$ cat src/sv/nonlinear_pid_valve_controller_core_assert.svh
// Assertion macros used by the sequencer RTL (npvc_ctrl).
`ifndef NONLINEAR_PID_VALVE_CONTROLLER_CORE_ASSERT_SVH
`define NONLINEAR_PID_VALVE_CONTROLLER_CORE_ASSERT_SVH

`ifndef SYNTHESIS
// Clocked check, disabled while reset is asserted.
`define NPVC_ASSERT_RST(lbl, clk, rst_n, prop) \
    lbl: assert property (@(posedge clk) disable iff (!rst_n) prop) \
        else $error("npvc assertion failed");
// Clocked check that also holds during reset.
`define NPVC_ASSERT_ANY(lbl, clk, prop) \
    lbl: assert property (@(posedge clk) prop) \
        else $error("npvc assertion failed");
`else
`define NPVC_ASSERT_RST(lbl, clk, rst_n, prop)
`define NPVC_ASSERT_ANY(lbl, clk, prop)
`endif

`endif

$ cat src/sv/npvc_pkg.sv
package npvc_pkg;

    // field widths
    localparam int SP_W    = 16;
    localparam int OLD_W   = 8;
    localparam int DRIVE_W = 7;
    localparam int REG_W   = 8;
    localparam int IDX_W   = 3;

    // datapath widths
    localparam int ERR_W   = 13;
    localparam int DLT_W   = 17;
    localparam int DIV_W   = 42;
    localparam int CNT_W   = 6;
    localparam int PROD_W  = 42;
    localparam int MA_W    = 32;
    localparam int MB_W    = 25;
    localparam int TERM_W  = 43;

    // constants of the control law
    localparam int ERR_LIMIT     = 4000;
    localparam int ISUM_LIMIT    = 12750;
    localparam int P_DIVISOR     = 100;
    localparam int OUT_LIMIT     = 50;

    // x / 100 as (x * P_RCP) >> P_RCP_SH, exact for x below 2^24
    localparam int P_RCP         = 21474837;
    localparam int P_RCP_SH      = 31;

    // register indexes
    localparam logic [IDX_W-1:0] REG_P_GAIN    = 3'd0;
    localparam logic [IDX_W-1:0] REG_I_GAIN    = 3'd1;
    localparam logic [IDX_W-1:0] REG_D_GAIN    = 3'd2;
    localparam logic [IDX_W-1:0] REG_SCALE     = 3'd3;
    localparam logic [IDX_W-1:0] REG_P_LIMIT   = 3'd4;
    localparam logic [IDX_W-1:0] REG_HOLD_BAND = 3'd5;

    // sequencer steps, also the datapath operation code
    typedef logic [4:0] t_state;
    localparam t_state ST_IDLE     = 5'd0;
    localparam t_state ST_ERR      = 5'd1;
    localparam t_state ST_PMAX     = 5'd2;
    localparam t_state ST_WSTEP    = 5'd3;
    localparam t_state ST_SUMADD   = 5'd4;
    localparam t_state ST_WSUMMAX  = 5'd5;
    localparam t_state ST_SUMCLAMP = 5'd6;
    localparam t_state ST_E2       = 5'd7;
    localparam t_state ST_PTERM    = 5'd9;
    localparam t_state ST_PCLAMP   = 5'd10;
    localparam t_state ST_IADD     = 5'd11;
    localparam t_state ST_DSQ      = 5'd12;
    localparam t_state ST_WD       = 5'd13;
    localparam t_state ST_DMUL     = 5'd14;
    localparam t_state ST_DADD     = 5'd15;
    localparam t_state ST_HOLD     = 5'd16;
    localparam t_state ST_WOUT     = 5'd17;
    localparam t_state ST_OUT      = 5'd18;

    typedef struct packed {
        t_state op;
        logic   in_take;
        logic   div_start;
        logic   out_load;
    } t_cmd;

    typedef struct packed {
        logic div_done;
        logic out_busy;
    } t_stat;

endpackage

$ cat src/sv/npvc_if.sv
// Input word channel
interface npvc_in_if;
    logic                              valid;
    logic                              ready;
    logic                              opcode;
    logic signed [npvc_pkg::SP_W-1:0]  set_point;
    logic signed [npvc_pkg::SP_W-1:0]  measured;
    logic signed [npvc_pkg::OLD_W-1:0] prev_output;
    modport source(output valid, opcode, set_point, measured, prev_output, input ready);
    modport sink(input valid, opcode, set_point, measured, prev_output, output ready);
endinterface

// Result word channel
interface npvc_out_if;
    logic                                valid;
    logic                                ready;
    logic signed [npvc_pkg::DRIVE_W-1:0] drive;
    modport source(output valid, drive, input ready);
    modport sink(input valid, drive, output ready);
endinterface

// Register write channel
interface npvc_cfg_if;
    logic                             valid;
    logic                             ready;
    logic [npvc_pkg::IDX_W-1:0]       index;
    logic [npvc_pkg::REG_W-1:0]       data;
    modport source(output valid, index, data, input ready);
    modport sink(input valid, index, data, output ready);
endinterface

$ cat src/sv/nonlinear_pid_valve_controller_core.sv
// Channel  Dir  Fields                                        Word accepted when
// i_in     in   opcode, set_point, measured, prev_output      valid && ready
// o_out    out  drive                                         valid && ready
// i_cfg    in   index, data                                   valid && ready (always ready)
//
// A load word (opcode 1) is taken while the sequencer is idle and gives no result.
// A control step holds off the input until it returns to idle: four divisions on the
// shared radix-2 divider plus the other sequencer steps; the division by 100 is a
// reciprocal multiply. Its drive word is loaded into the output register in ST_OUT.
// Synchronous active-low reset restores the register defaults and clears state.
// A result waits in the output register; the next word is taken meanwhile,
// and its step stalls only at the end until that result is taken.
module nonlinear_pid_valve_controller_core (
    input  logic        i_clk,
    input  logic        i_rst_n,
    npvc_in_if.sink     i_in,
    npvc_out_if.source  o_out,
    npvc_cfg_if.sink    i_cfg
);
    npvc_pkg::t_cmd  cmd;
    npvc_pkg::t_stat stat;

    assign i_cfg.ready = 1'b1;

    npvc_ctrl u_ctrl (
        .i_clk       (i_clk),
        .i_rst_n     (i_rst_n),
        .i_in_valid  (i_in.valid),
        .i_in_opcode (i_in.opcode),
        .i_stat      (stat),
        .o_in_ready  (i_in.ready),
        .o_cmd       (cmd)
    );

    npvc_datapath u_dp (
        .i_clk         (i_clk),
        .i_rst_n       (i_rst_n),
        .i_cmd         (cmd),
        .o_stat        (stat),
        .i_opcode      (i_in.opcode),
        .i_set_point   (i_in.set_point),
        .i_measured    (i_in.measured),
        .i_prev_output (i_in.prev_output),
        .i_cfg_we      (i_cfg.valid),
        .i_cfg_index   (i_cfg.index),
        .i_cfg_data    (i_cfg.data),
        .i_out_ready   (o_out.ready),
        .o_out_valid   (o_out.valid),
        .o_drive       (o_out.drive)
    );
endmodule

$ cat src/sv/npvc_div.sv
// Radix-2 restoring divider, one quotient bit per cycle
module npvc_div (
    input  logic                          i_clk,
    input  logic                          i_rst_n,
    input  logic                          i_start,
    input  logic [npvc_pkg::DIV_W-1:0]    i_dividend,
    input  logic [npvc_pkg::REG_W-1:0]    i_divisor,
    output logic                          o_done,
    output logic [npvc_pkg::DIV_W-1:0]    o_quotient
);
    logic                          r_busy, n_busy;
    logic                          r_done, n_done;
    logic [npvc_pkg::CNT_W-1:0]    r_cnt, n_cnt;
    logic [npvc_pkg::DIV_W-1:0]    r_quo, n_quo;
    logic [npvc_pkg::REG_W-1:0]    r_rem, n_rem;
    logic [npvc_pkg::REG_W-1:0]    r_dvs, n_dvs;
    logic [npvc_pkg::REG_W:0]      rem_sh;
    logic                          fits;

    // one shift/subtract step
    always_comb begin
        rem_sh = {r_rem, r_quo[npvc_pkg::DIV_W-1]};
        fits   = rem_sh >= {1'b0, r_dvs};
        n_busy = r_busy;
        n_done = 1'b0;
        n_cnt  = r_cnt;
        n_quo  = r_quo;
        n_rem  = r_rem;
        n_dvs  = r_dvs;
        if (i_start) begin
            n_busy = 1'b1;
            n_cnt  = '0;
            n_quo  = i_dividend;
            n_rem  = '0;
            n_dvs  = i_divisor;
        end else if (r_busy) begin
            n_quo = {r_quo[npvc_pkg::DIV_W-2:0], fits};
            n_rem = fits ? npvc_pkg::REG_W'(rem_sh - {1'b0, r_dvs})
                         : rem_sh[npvc_pkg::REG_W-1:0];
            n_cnt = r_cnt + 1'b1;
            if (r_cnt == npvc_pkg::CNT_W'(npvc_pkg::DIV_W - 1)) begin
                n_busy = 1'b0;
                n_done = 1'b1;
            end
        end
    end

    always_ff @(posedge i_clk) begin
        if (!i_rst_n) begin
            r_busy <= 1'b0;
            r_done <= 1'b0;
            r_cnt  <= '0;
        end else begin
            r_busy <= n_busy;
            r_done <= n_done;
            r_cnt  <= n_cnt;
        end
        r_quo <= n_quo;
        r_rem <= n_rem;
        r_dvs <= n_dvs;
    end

    assign o_done     = r_done;
    assign o_quotient = r_quo;
endmodule

$ cat src/sv/npvc_datapath.sv
// Registers, shared multiplier and divider of the control law
module npvc_datapath (
    input  logic                                 i_clk,
    input  logic                                 i_rst_n,
    input  npvc_pkg::t_cmd                       i_cmd,
    output npvc_pkg::t_stat                      o_stat,
    input  logic                                 i_opcode,
    input  logic signed [npvc_pkg::SP_W-1:0]     i_set_point,
    input  logic signed [npvc_pkg::SP_W-1:0]     i_measured,
    input  logic signed [npvc_pkg::OLD_W-1:0]    i_prev_output,
    input  logic                                 i_cfg_we,
    input  logic [npvc_pkg::IDX_W-1:0]           i_cfg_index,
    input  logic [npvc_pkg::REG_W-1:0]           i_cfg_data,
    input  logic                                 i_out_ready,
    output logic                                 o_out_valid,
    output logic signed [npvc_pkg::DRIVE_W-1:0]  o_drive
);
    localparam int SP_W   = npvc_pkg::SP_W;
    localparam int REG_W  = npvc_pkg::REG_W;
    localparam int ERR_W  = npvc_pkg::ERR_W;
    localparam int DLT_W  = npvc_pkg::DLT_W;
    localparam int DIV_W  = npvc_pkg::DIV_W;
    localparam int PROD_W = npvc_pkg::PROD_W;
    localparam int MA_W   = npvc_pkg::MA_W;
    localparam int MB_W   = npvc_pkg::MB_W;
    localparam int TERM_W = npvc_pkg::TERM_W;
    localparam int HD_W   = TERM_W + 1;
    localparam int OS_W   = npvc_pkg::OLD_W + REG_W + 1;

    localparam logic signed [DLT_W-1:0] ERR_HI = DLT_W'(npvc_pkg::ERR_LIMIT);
    localparam logic signed [DLT_W-1:0] ERR_LO = -DLT_W'(npvc_pkg::ERR_LIMIT);

    // configuration registers
    logic [REG_W-1:0] r_p_gain, r_i_gain, r_d_gain, r_scale, r_p_limit, r_hold_band;
    // input word and state
    logic signed [SP_W-1:0]             r_sp, r_pv, r_last, r_sum;
    logic signed [npvc_pkg::OLD_W-1:0]  r_old;
    // working registers
    logic signed [ERR_W-1:0]  r_err;
    logic signed [DLT_W-1:0]  r_dlt;
    logic [PROD_W-1:0]        r_prod;
    logic [SP_W-1:0]          r_pmax, r_step;
    logic [13:0]              r_summax;
    logic [MB_W-1:0]          r_e2;
    logic [MA_W-1:0]          r_dq;
    logic signed [TERM_W-1:0] r_term;
    logic                     r_hold;
    logic                     r_out_valid;
    logic signed [npvc_pkg::DRIVE_W-1:0] r_drive;

    logic [REG_W-1:0]          sc, pg, igd;
    logic [ERR_W-2:0]          err_mag;
    logic [SP_W-1:0]           dlt_mag;
    logic [SP_W-2:0]           sum_mag;
    logic signed [DLT_W-1:0]   diff, dlt_n;
    logic                      dir;
    logic [MA_W-1:0]           mul_a;
    logic [MB_W-1:0]           mul_b;
    logic [MA_W+MB_W-1:0]      mul_p;
    logic [DIV_W-1:0]          div_a;
    logic [REG_W-1:0]          div_b;
    logic                      div_done;
    logic [DIV_W-1:0]          div_q;
    logic [SP_W-1:0]           cl_mag;
    logic signed [SP_W:0]      sum_add;
    logic signed [TERM_W-1:0]  prod_s, pmin_s;
    logic [PROD_W-1:0]         pmin;
    logic signed [OS_W-1:0]    old_sc;
    logic signed [HD_W-1:0]    hdiff, hmag;
    logic [DIV_W-1:0]          term_mag;
    logic [DIV_W-1:0]          q_cl;
    logic signed [npvc_pkg::OLD_W-1:0] old_cl;
    logic signed [npvc_pkg::DRIVE_W-1:0] drive_n;

    // zero divisors count as one
    assign sc  = (r_scale  == '0) ? REG_W'(1) : r_scale;
    assign pg  = (r_p_gain == '0) ? REG_W'(1) : r_p_gain;
    assign igd = (r_i_gain == '0) ? REG_W'(1) : r_i_gain;

    assign err_mag = r_err[ERR_W-1] ? (ERR_W-1)'(-r_err) : r_err[ERR_W-2:0];
    assign dlt_mag = r_dlt[DLT_W-1] ? SP_W'(-r_dlt) : r_dlt[SP_W-1:0];
    assign sum_mag = r_sum[SP_W-1] ? (SP_W-1)'(-r_sum) : r_sum[SP_W-2:0];
    assign dir = (r_dlt > 0 && r_err > 0) || (r_dlt < 0 && r_err < 0);

    // error and measurement change
    always_comb begin
        diff  = $signed({r_sp[SP_W-1], r_sp}) - $signed({r_pv[SP_W-1], r_pv});
        dlt_n = $signed({r_last[SP_W-1], r_last}) - $signed({r_pv[SP_W-1], r_pv});
        if (diff > ERR_HI)      diff = ERR_HI;
        else if (diff < ERR_LO) diff = ERR_LO;
    end

    // shared multiplier operands
    always_comb begin
        mul_a = '0;
        mul_b = '0;
        case (i_cmd.op)
            npvc_pkg::ST_ERR: begin
                mul_a = MA_W'(sc);
                mul_b = MB_W'(r_p_limit);
            end
            npvc_pkg::ST_SUMCLAMP: begin
                mul_a = MA_W'(err_mag);
                mul_b = MB_W'(err_mag);
            end
            // squared error divided by 100 through its reciprocal
            npvc_pkg::ST_E2: begin
                mul_a = MA_W'(r_prod);
                mul_b = MB_W'(npvc_pkg::P_RCP);
            end
            npvc_pkg::ST_PTERM: begin
                mul_a = MA_W'(r_e2);
                mul_b = MB_W'(r_p_gain);
            end
            npvc_pkg::ST_PCLAMP: begin
                mul_a = MA_W'(sum_mag);
                mul_b = MB_W'(r_i_gain);
            end
            npvc_pkg::ST_IADD: begin
                mul_a = MA_W'(dlt_mag);
                mul_b = MB_W'(dlt_mag);
            end
            npvc_pkg::ST_DMUL: begin
                mul_a = r_dq;
                mul_b = MB_W'(r_d_gain);
            end
            default: begin
                mul_a = '0;
                mul_b = '0;
            end
        endcase
    end
    assign mul_p = mul_a * mul_b;

    assign term_mag = r_term[TERM_W-1] ? DIV_W'(-r_term) : DIV_W'(r_term);

    // divider operands
    always_comb begin
        div_a = r_prod;
        div_b = sc;
        case (i_cmd.op)
            npvc_pkg::ST_PMAX:   div_b = pg;
            npvc_pkg::ST_SUMADD: begin
                div_a = DIV_W'(sc) * DIV_W'(npvc_pkg::OUT_LIMIT);
                div_b = igd;
            end
            npvc_pkg::ST_HOLD:   div_a = term_mag;
            default:             div_b = sc;
        endcase
    end

    npvc_div u_div (
        .i_clk      (i_clk),
        .i_rst_n    (i_rst_n),
        .i_start    (i_cmd.div_start),
        .i_dividend (div_a),
        .i_divisor  (div_b),
        .o_done     (div_done),
        .o_quotient (div_q)
    );

    // step, term and hold arithmetic
    always_comb begin
        cl_mag  = (SP_W'(err_mag) > r_step) ? r_step : SP_W'(err_mag);
        sum_add = r_err[ERR_W-1] ? $signed({r_sum[SP_W-1], r_sum}) - $signed({1'b0, cl_mag})
                                 : $signed({r_sum[SP_W-1], r_sum}) + $signed({1'b0, cl_mag});
        prod_s  = $signed({1'b0, r_prod});
        pmin    = (r_prod > PROD_W'(r_pmax)) ? PROD_W'(r_pmax) : r_prod;
        pmin_s  = $signed({1'b0, pmin});
        old_sc  = OS_W'(r_old) * $signed({1'b0, sc});
        hdiff   = HD_W'(r_term) - HD_W'(old_sc);
        hmag    = hdiff[HD_W-1] ? -hdiff : hdiff;
        q_cl    = (div_q > DIV_W'(npvc_pkg::OUT_LIMIT)) ? DIV_W'(npvc_pkg::OUT_LIMIT) : div_q;
        if (r_old > npvc_pkg::OLD_W'(npvc_pkg::OUT_LIMIT))
            old_cl = npvc_pkg::OLD_W'(npvc_pkg::OUT_LIMIT);
        else if (r_old < -npvc_pkg::OLD_W'(npvc_pkg::OUT_LIMIT))
            old_cl = -npvc_pkg::OLD_W'(npvc_pkg::OUT_LIMIT);
        else
            old_cl = r_old;
        if (r_hold)
            drive_n = old_cl[npvc_pkg::DRIVE_W-1:0];
        else if (r_term[TERM_W-1])
            drive_n = -$signed(q_cl[npvc_pkg::DRIVE_W-1:0]);
        else
            drive_n = $signed(q_cl[npvc_pkg::DRIVE_W-1:0]);
    end

    // configuration, state and result registers
    always_ff @(posedge i_clk) begin
        if (!i_rst_n) begin
            r_p_gain    <= REG_W'(1);
            r_i_gain    <= '0;
            r_d_gain    <= '0;
            r_scale     <= REG_W'(1);
            r_p_limit   <= REG_W'(npvc_pkg::OUT_LIMIT);
            r_hold_band <= '0;
            r_last      <= '0;
            r_sum       <= '0;
            r_out_valid <= 1'b0;
        end else begin
            if (i_cfg_we) begin
                case (i_cfg_index)
                    npvc_pkg::REG_P_GAIN:    r_p_gain    <= i_cfg_data;
                    npvc_pkg::REG_I_GAIN:    r_i_gain    <= i_cfg_data;
                    npvc_pkg::REG_D_GAIN:    r_d_gain    <= i_cfg_data;
                    npvc_pkg::REG_SCALE:     r_scale     <= i_cfg_data;
                    npvc_pkg::REG_P_LIMIT:   r_p_limit   <= i_cfg_data;
                    npvc_pkg::REG_HOLD_BAND: r_hold_band <= i_cfg_data;
                    default: ;
                endcase
            end
            if (i_cmd.in_take && i_opcode)
                r_last <= i_measured;
            else if (i_cmd.op == npvc_pkg::ST_ERR)
                r_last <= r_pv;
            if (i_cmd.op == npvc_pkg::ST_SUMADD && dir)
                r_sum <= sum_add[SP_W-1:0];
            else if (i_cmd.op == npvc_pkg::ST_SUMCLAMP) begin
                if (r_sum > $signed({2'b00, r_summax}))
                    r_sum <= $signed({2'b00, r_summax});
                else if (r_sum < -$signed({2'b00, r_summax}))
                    r_sum <= -$signed({2'b00, r_summax});
            end
            if (i_cmd.out_load)
                r_out_valid <= 1'b1;
            else if (i_out_ready)
                r_out_valid <= 1'b0;
        end
    end

    // working registers
    always_ff @(posedge i_clk) begin
        r_prod <= mul_p[PROD_W-1:0];
        if (i_cmd.in_take) begin
            r_sp  <= i_set_point;
            r_pv  <= i_measured;
            r_old <= i_prev_output;
        end
        if (i_cmd.out_load)
            r_drive <= drive_n;
        case (i_cmd.op)
            npvc_pkg::ST_ERR: begin
                r_err <= diff[ERR_W-1:0];
                r_dlt <= dlt_n;
            end
            npvc_pkg::ST_PMAX:    r_pmax <= r_prod[SP_W-1:0];
            npvc_pkg::ST_WSTEP:   if (div_done) r_step <= div_q[SP_W-1:0];
            npvc_pkg::ST_WSUMMAX: begin
                if (div_done)
                    r_summax <= (r_i_gain == '0) ? 14'(npvc_pkg::ISUM_LIMIT) : div_q[13:0];
            end
            npvc_pkg::ST_E2:      r_e2 <= mul_p[npvc_pkg::P_RCP_SH +: MB_W];
            npvc_pkg::ST_PCLAMP:  r_term <= r_err[ERR_W-1] ? -pmin_s : pmin_s;
            npvc_pkg::ST_IADD:    r_term <= r_sum[SP_W-1] ? r_term - prod_s : r_term + prod_s;
            npvc_pkg::ST_WD:      if (div_done) r_dq <= div_q[MA_W-1:0];
            npvc_pkg::ST_DADD:    r_term <= r_dlt[DLT_W-1] ? r_term - prod_s : r_term + prod_s;
            npvc_pkg::ST_HOLD:    r_hold <= hmag < $signed({{(HD_W-REG_W){1'b0}}, r_hold_band});
            default: ;
        endcase
    end

    assign o_stat.div_done = div_done;
    assign o_stat.out_busy = r_out_valid && !i_out_ready;
    assign o_out_valid     = r_out_valid;
    assign o_drive         = r_drive;
endmodule

$ cat src/sv/npvc_ctrl.sv
// Sequencer of the control step
module npvc_ctrl (
    input  logic             i_clk,
    input  logic             i_rst_n,
    input  logic             i_in_valid,
    input  logic             i_in_opcode,
    input  npvc_pkg::t_stat  i_stat,
    output logic             o_in_ready,
    output npvc_pkg::t_cmd   o_cmd
);
    `include "nonlinear_pid_valve_controller_core_assert.svh"

    npvc_pkg::t_state r_state, n_state;
    logic             take;

    assign o_in_ready = (r_state == npvc_pkg::ST_IDLE);
    assign take       = i_in_valid && o_in_ready;

    // next step
    always_comb begin
        n_state = r_state;
        case (r_state)
            npvc_pkg::ST_IDLE:     if (take && !i_in_opcode) n_state = npvc_pkg::ST_ERR;
            npvc_pkg::ST_ERR:      n_state = npvc_pkg::ST_PMAX;
            npvc_pkg::ST_PMAX:     n_state = npvc_pkg::ST_WSTEP;
            npvc_pkg::ST_WSTEP:    if (i_stat.div_done) n_state = npvc_pkg::ST_SUMADD;
            npvc_pkg::ST_SUMADD:   n_state = npvc_pkg::ST_WSUMMAX;
            npvc_pkg::ST_WSUMMAX:  if (i_stat.div_done) n_state = npvc_pkg::ST_SUMCLAMP;
            npvc_pkg::ST_SUMCLAMP: n_state = npvc_pkg::ST_E2;
            npvc_pkg::ST_E2:       n_state = npvc_pkg::ST_PTERM;
            npvc_pkg::ST_PTERM:    n_state = npvc_pkg::ST_PCLAMP;
            npvc_pkg::ST_PCLAMP:   n_state = npvc_pkg::ST_IADD;
            npvc_pkg::ST_IADD:     n_state = npvc_pkg::ST_DSQ;
            npvc_pkg::ST_DSQ:      n_state = npvc_pkg::ST_WD;
            npvc_pkg::ST_WD:       if (i_stat.div_done) n_state = npvc_pkg::ST_DMUL;
            npvc_pkg::ST_DMUL:     n_state = npvc_pkg::ST_DADD;
            npvc_pkg::ST_DADD:     n_state = npvc_pkg::ST_HOLD;
            npvc_pkg::ST_HOLD:     n_state = npvc_pkg::ST_WOUT;
            npvc_pkg::ST_WOUT:     if (i_stat.div_done) n_state = npvc_pkg::ST_OUT;
            npvc_pkg::ST_OUT:      if (!i_stat.out_busy) n_state = npvc_pkg::ST_IDLE;
            default:               n_state = npvc_pkg::ST_IDLE;
        endcase
    end

    always_ff @(posedge i_clk) begin
        if (!i_rst_n) begin
            r_state <= npvc_pkg::ST_IDLE;
        end else begin
            r_state <= n_state;
        end
    end

    // commands
    assign o_cmd.op        = r_state;
    assign o_cmd.in_take   = take;
    assign o_cmd.div_start = (r_state == npvc_pkg::ST_PMAX) || (r_state == npvc_pkg::ST_SUMADD)
                          || (r_state == npvc_pkg::ST_DSQ) || (r_state == npvc_pkg::ST_HOLD);
    assign o_cmd.out_load  = (r_state == npvc_pkg::ST_OUT) && !i_stat.out_busy;

    `NPVC_ASSERT_RST(a_step_starts, i_clk, i_rst_n, (take && !i_in_opcode) |=> (r_state == npvc_pkg::ST_ERR))
    `NPVC_ASSERT_ANY(a_load_in_out, i_clk, o_cmd.out_load |-> (r_state == npvc_pkg::ST_OUT))
    `NPVC_ASSERT_RST(a_final_div, i_clk, i_rst_n, (r_state == npvc_pkg::ST_WOUT && i_stat.div_done) |=> (r_state == npvc_pkg::ST_OUT))
endmodule
$ cat src/flat_wrapper.sv
// flat-port wrapper written by rule: the top's interface ports become plain ports
module nonlinear_pid_valve_controller_core_flat 
  (i_clk, i_rst_n, i_in_valid, i_in_opcode, i_in_set_point, i_in_measured, i_in_prev_output, i_in_ready, o_out_valid, o_out_drive, o_out_ready, i_cfg_valid, i_cfg_index, i_cfg_data, i_cfg_ready);
  npvc_in_if i_in_i ();
  npvc_out_if o_out_i ();
  npvc_cfg_if i_cfg_i ();
  input  logic i_clk;
  input  logic i_rst_n;
  input wire logic [$bits(i_in_i.valid)-1:0] i_in_valid;
  input wire logic [$bits(i_in_i.opcode)-1:0] i_in_opcode;
  input wire logic [$bits(i_in_i.set_point)-1:0] i_in_set_point;
  input wire logic [$bits(i_in_i.measured)-1:0] i_in_measured;
  input wire logic [$bits(i_in_i.prev_output)-1:0] i_in_prev_output;
  output wire logic [$bits(i_in_i.ready)-1:0] i_in_ready;
  output wire logic [$bits(o_out_i.valid)-1:0] o_out_valid;
  output wire logic [$bits(o_out_i.drive)-1:0] o_out_drive;
  input wire logic [$bits(o_out_i.ready)-1:0] o_out_ready;
  input wire logic [$bits(i_cfg_i.valid)-1:0] i_cfg_valid;
  input wire logic [$bits(i_cfg_i.index)-1:0] i_cfg_index;
  input wire logic [$bits(i_cfg_i.data)-1:0] i_cfg_data;
  output wire logic [$bits(i_cfg_i.ready)-1:0] i_cfg_ready;
  assign i_in_i.valid = i_in_valid;
  assign i_in_i.opcode = i_in_opcode;
  assign i_in_i.set_point = i_in_set_point;
  assign i_in_i.measured = i_in_measured;
  assign i_in_i.prev_output = i_in_prev_output;
  assign i_in_ready = i_in_i.ready;
  assign o_out_valid = o_out_i.valid;
  assign o_out_drive = o_out_i.drive;
  assign o_out_i.ready = o_out_ready;
  assign i_cfg_i.valid = i_cfg_valid;
  assign i_cfg_i.index = i_cfg_index;
  assign i_cfg_i.data = i_cfg_data;
  assign i_cfg_ready = i_cfg_i.ready;
  nonlinear_pid_valve_controller_core u_core (.i_clk(i_clk), .i_rst_n(i_rst_n), .i_in(i_in_i), .o_out(o_out_i), .i_cfg(i_cfg_i));
endmodule
$ cat config.mk
export PLATFORM = sky130hd
export DESIGN_NAME = nonlinear_pid_valve_controller_core_flat
export DESIGN_NICKNAME = d
export VERILOG_FILES = /design/src/sv/npvc_pkg.sv /design/src/sv/npvc_if.sv /design/src/sv/nonlinear_pid_valve_controller_core.sv /design/src/sv/npvc_div.sv /design/src/sv/npvc_datapath.sv /design/src/sv/npvc_ctrl.sv /design/src/flat_wrapper.sv
export VERILOG_INCLUDE_DIRS = /design/src /design/src/sv
export SDC_FILE = /design/constraint.sdc
export NUM_CORES = 2
export LEC_CHECK = 0
export BUFFER_PORTS_ARGS = -buffer_cell sky130_fd_sc_hd__buf_4
export CORE_ASPECT_RATIO = 0.8
export CORE_MARGIN = 2
export CORE_UTILIZATION = 45
export CTS_CLUSTER_SIZE = 30
export DETAILED_ROUTE_END_ITERATION = 10
export PLACE_DENSITY = 0.61
export SLEW_MARGIN = 10
export SYNTH_ARGS = -nofsm -noshare
export SYNTH_HDL_FRONTEND = slang
export SYNTH_HIERARCHICAL = 1
export SYNTH_SLANG_ARGS = --single-unit
export TNS_END_PERCENT = 30
$ cat constraint.sdc
create_clock -name i_clk -period 25.8 [get_ports i_clk]
set_input_delay 1.29 -clock i_clk [delete_from_list [all_inputs] [get_ports i_clk]]
set_output_delay 1.29 -clock i_clk [all_outputs]
set_load 0.01 [all_outputs]
==> impl_metrics.toml <==
[critical_path]
worst-setup-path-type = "register to register"
cp-start-kind = "register"
timing.reg2reg.worst_path_depth = 34
regToRegEndpoint = "u_core/u_dp/r_e2[7]"
cp_data_arrival_time_ns = 12.05
setup.worst_path.end_class = "register"
timing.critical_path.max_delay_family = "adder cells"
reg2reg_setup_slack_ns = 14.02
critPathBufInv = 6
max_stage_delay_ns = 0.97
worst_path_max_delay_cell = "sky130_fd_sc_hd__o311ai_0"
critPathRequiredTime_ns = 26.07
timing.critical_path.mode_cell = "sky130_fd_sc_hd__fa_1"
worst_r2r_startpoint = "u_core/u_ctrl/r_state[1]"
crit_path_max_fanout = 63

[grt]
grt_overflow = 0
via_count_of_the_first_global_routing_pass = 45500
grt_start_max_net_pins = 64
wire_length_of_the_first_global_routing_pass_um = 273000
global_route_usage_over_all_layers_pct = 27.1
grt_antenna_before_repair = 6

[hold_path]
timing.hold.worst_endpoint = "u_core/u_dp/r_p_limit[2]"
worst_min_path_class = "register to register"
holdPathStages = 2
worst_hold_path_startpoint = "u_core/u_dp/r_p_limit[2]"

[die]
design.die.area_um2 = 130000
starting_density_of_the_core_pct = 45.2
fp.dieW_um = 403
top_level_ports = 67
die_height_um = 323
floorplan.rows = 117
coreArea_um2 = 127000

[routing]
ant_nets = 0
first_iter_violations = 4449
avgViaCountPerCell = 5.67
count_of_unresolved_drc_violations_after_routing = 0
routed-via-count = 47100
routedWlPerCell_um = 21.3
drt_pre_antenna_iters = 6
routed_wl_um = 177000

[sta]
worst_slew_pin_slew_ns = 1.23
final_critical_path_setup_slack_ns = 14.02
finalSetupViolations = 0
unrepaired_setup_endpoints_after_global_routing = "false"
final_report_max_slew_violation_count = 0
max-slew-margin-rel_pct = 17.1
setup-tns-final_ns = 0
min_period_ns = 11.78
finClkSkew_ns = 0.0483
max_freq_ghz = 0.0849
timing.final.crit_share_pct = 45.7
final-hold-violation-count = 0

[clocking]
clock_tree_root_buffer_cell = "sky130_fd_sc_hd__clkbuf_16"
post_cts_hold_buffer_count = 0
cts.htree.levels = 2
cts_setup_buffers = 0
clk_pin_slew_ns = 0.06
cts_inserted_buffers = 48
max-clock-path-buffers = 3
insertion_delay_ns = 0.65
post_cts_resized = 0
clkSinkCount = 418
cts_tree = "yes"

[yosys]
ys_async_sr_fraction_pct = 0
synth_top_flop_cell = "sky130_fd_sc_hd__edfxtp_1"
post_synth_num_cell_types = 109
ys_seq_elements = 418
synth_edf_count = 274
synth.avg_cell_area_um2 = 8.66
count_of_mapped_cells_out_of_synthesis = 6622
syn_area_um2 = 57300
yosysWarnings = 6
synth-seq-area-share_pct = 19.4

[placement]
dpl_cell_area_um2 = 59600
routabilityCongestion = 0.963
pre_cts_setup_slack_ns = 14.34
hpwl_um = 142000
buffer_ports.inserted = 65

[layout]
diodes = 0
fillCellCount = 12300
nNetsFinal = 7884
syn2layout_area_growth_pct = 6.94
mostFrequentLayoutCells = "1173 x sky130_fd_sc_hd__inv_1, 828 x sky130_fd_sc_hd__nand2_1, 618 x sky130_fd_sc_hd__fa_1, 618 x sky130_fd_sc_hd__ha_1, 376 x sky130_fd_sc_hd__nor2_1"
layout_cell_area_excl_fill_um2 = 61300
utilization_pct = 48.3
share_of_cells_above_drive_strength_1_pct = 5.40
mostFrequentLayoutCell = "sky130_fd_sc_hd__inv_1"

[pwr]
cellPowerDensity_nw_per_um2 = 62.3
leakage_nw = 29.1
ir_worst_vdd_mv = 0.0499
post-layout-total-power_w = 0.00382

[flow_run]
cap_violations = 0

[outcome]
status = "completed"
## power breakdown
group,internal (W),switching (W)
registers,0.000917,0.000173
logic,0.000761,0.00124
clock network,0.000398,0.000329
total,0.00208,0.00175
## flip-flops by register name, summed over array words and instances (netlist names), 17 cells and up
name	cells
u_core/u_dp/r_dq	32
u_core/u_dp/r_term	43
u_core/u_dp/r_e2	25
u_core/u_dp/u_div/o_quotient	42
u_core/u_dp/r_dlt	17
u_core/u_dp/r_prod	42
## per-stage QoR
stage / hold WS [ns] / instances
after floorplan: 0.441 / 6668
after global placement: 0.452 / 8207
after detailed placement: 0.457 / 8207
after CTS: 0.468 / 8297
after global routing: 0.489 / 8297
final: 0.468 / 8297
## synth_stat cells (all sizes together) (19+ instances only)
master	instances	area share, %
xnor2	202	3.1
o21a	36	0.47
o211a	21	0.37
ha	618	13
a21boi	70	0.92
dfxtp	144	5.0
or3	51	0.57
o31ai	44	0.58
a22oi	42	0.56
o211ai	49	0.64
xor2	84	1.3
clkbuf	220	1.4
and2	91	1.0
mux2	56	1.1
nor2	384	2.5
nor4	42	0.51
a211oi	23	0.32
nor2b	65	0.71
nand4	48	0.53
nand2	830	5.4
a31oi	27	0.32
edfxtp	274	14
or2	27	0.29
nor3	91	0.81
a221oi	21	0.32
nand2b	67	0.74
a21o	88	1.2
fa	618	22
o21bai	44	0.58
buf	28	0.22
nand3	92	0.81
mux2i	42	0.73
and3	52	0.57
a21oi	307	2.7
or4	19	0.28
o21ai	300	2.6
inv	1175	7.7
## worst register-to-register path, delay by kind of cell, from the launching register on
kind	cells	cell delay (ns)
and+or+nand+nor	8	2.17
AOI/OAI and AO/OA	12	3.34
DFF	1	0.76
adders and majority gates	8	3.94
buffers and inverters	6	1.19
## layout make-up
| type | count | area, µm² | share of cell area, % |
|---|---|---|---|
| clock inverter | 29 | 332 | 0.541 |
| timing repair buffer | 121 | 908 | 1.48 |
| sequential | 418 | 11100 | 18.1 |
| clock buffer | 61 | 1310 | 2.14 |
| multi-input combinational | 4827 | 41100 | 67.1 |
| inverter | 1175 | 4410 | 7.20 |
| tap | 1666 | 2080 | 3.40 |
## layer usage
metal  up-vias  GRT usage, %  routed length [µm]
met2      1765          40.0               74500
met1     23300          41.4               83600
li1      21800             -                   -
met4         8          4.69                3040
met3       175          4.89               15300
met5         -             0                  61
## cells by family (layout without fill, tap and decap cells)
kind of cell    after synthesis  in the layout  synth area share [%]
flops                       418            418                  19.4
simple gates               1919           1919                  15.7
fa+ha+maj                  1238           1238                  35.1
compound gates             1235           1235                  14.1
other cells                   3             49                0.0196
mux                         100            100                  1.91
xor+xnor                    286            286                  4.37
buf+inv                    1423           1386                  9.36
## worst max-delay path by stage
stage | start | endpoint | slack [ns] | depth (start not counted)
finish | u_core/u_ctrl/r_state[1] | u_core/u_dp/r_e2[7] | 14.02 | 34
global route | u_core/u_ctrl/r_state[4] | u_core/u_dp/r_e2[7] | 13.36 | 34
CTS | u_core/u_ctrl/r_state[1] | u_core/u_dp/r_e2[7] | 14.21 | 33
detailed placement | u_core/u_ctrl/r_state[1] | u_core/u_dp/r_e2[7] | 14.34 | 33
global placement | u_core/u_ctrl/r_state[0] | u_core/u_dp/r_e2[7] | 14.42 | 31
floorplan | u_core/u_ctrl/r_state[0] | u_core/u_dp/r_e2[24] | 16.01 | 34
Note: power is estimated with default switching activity, not from simulation.
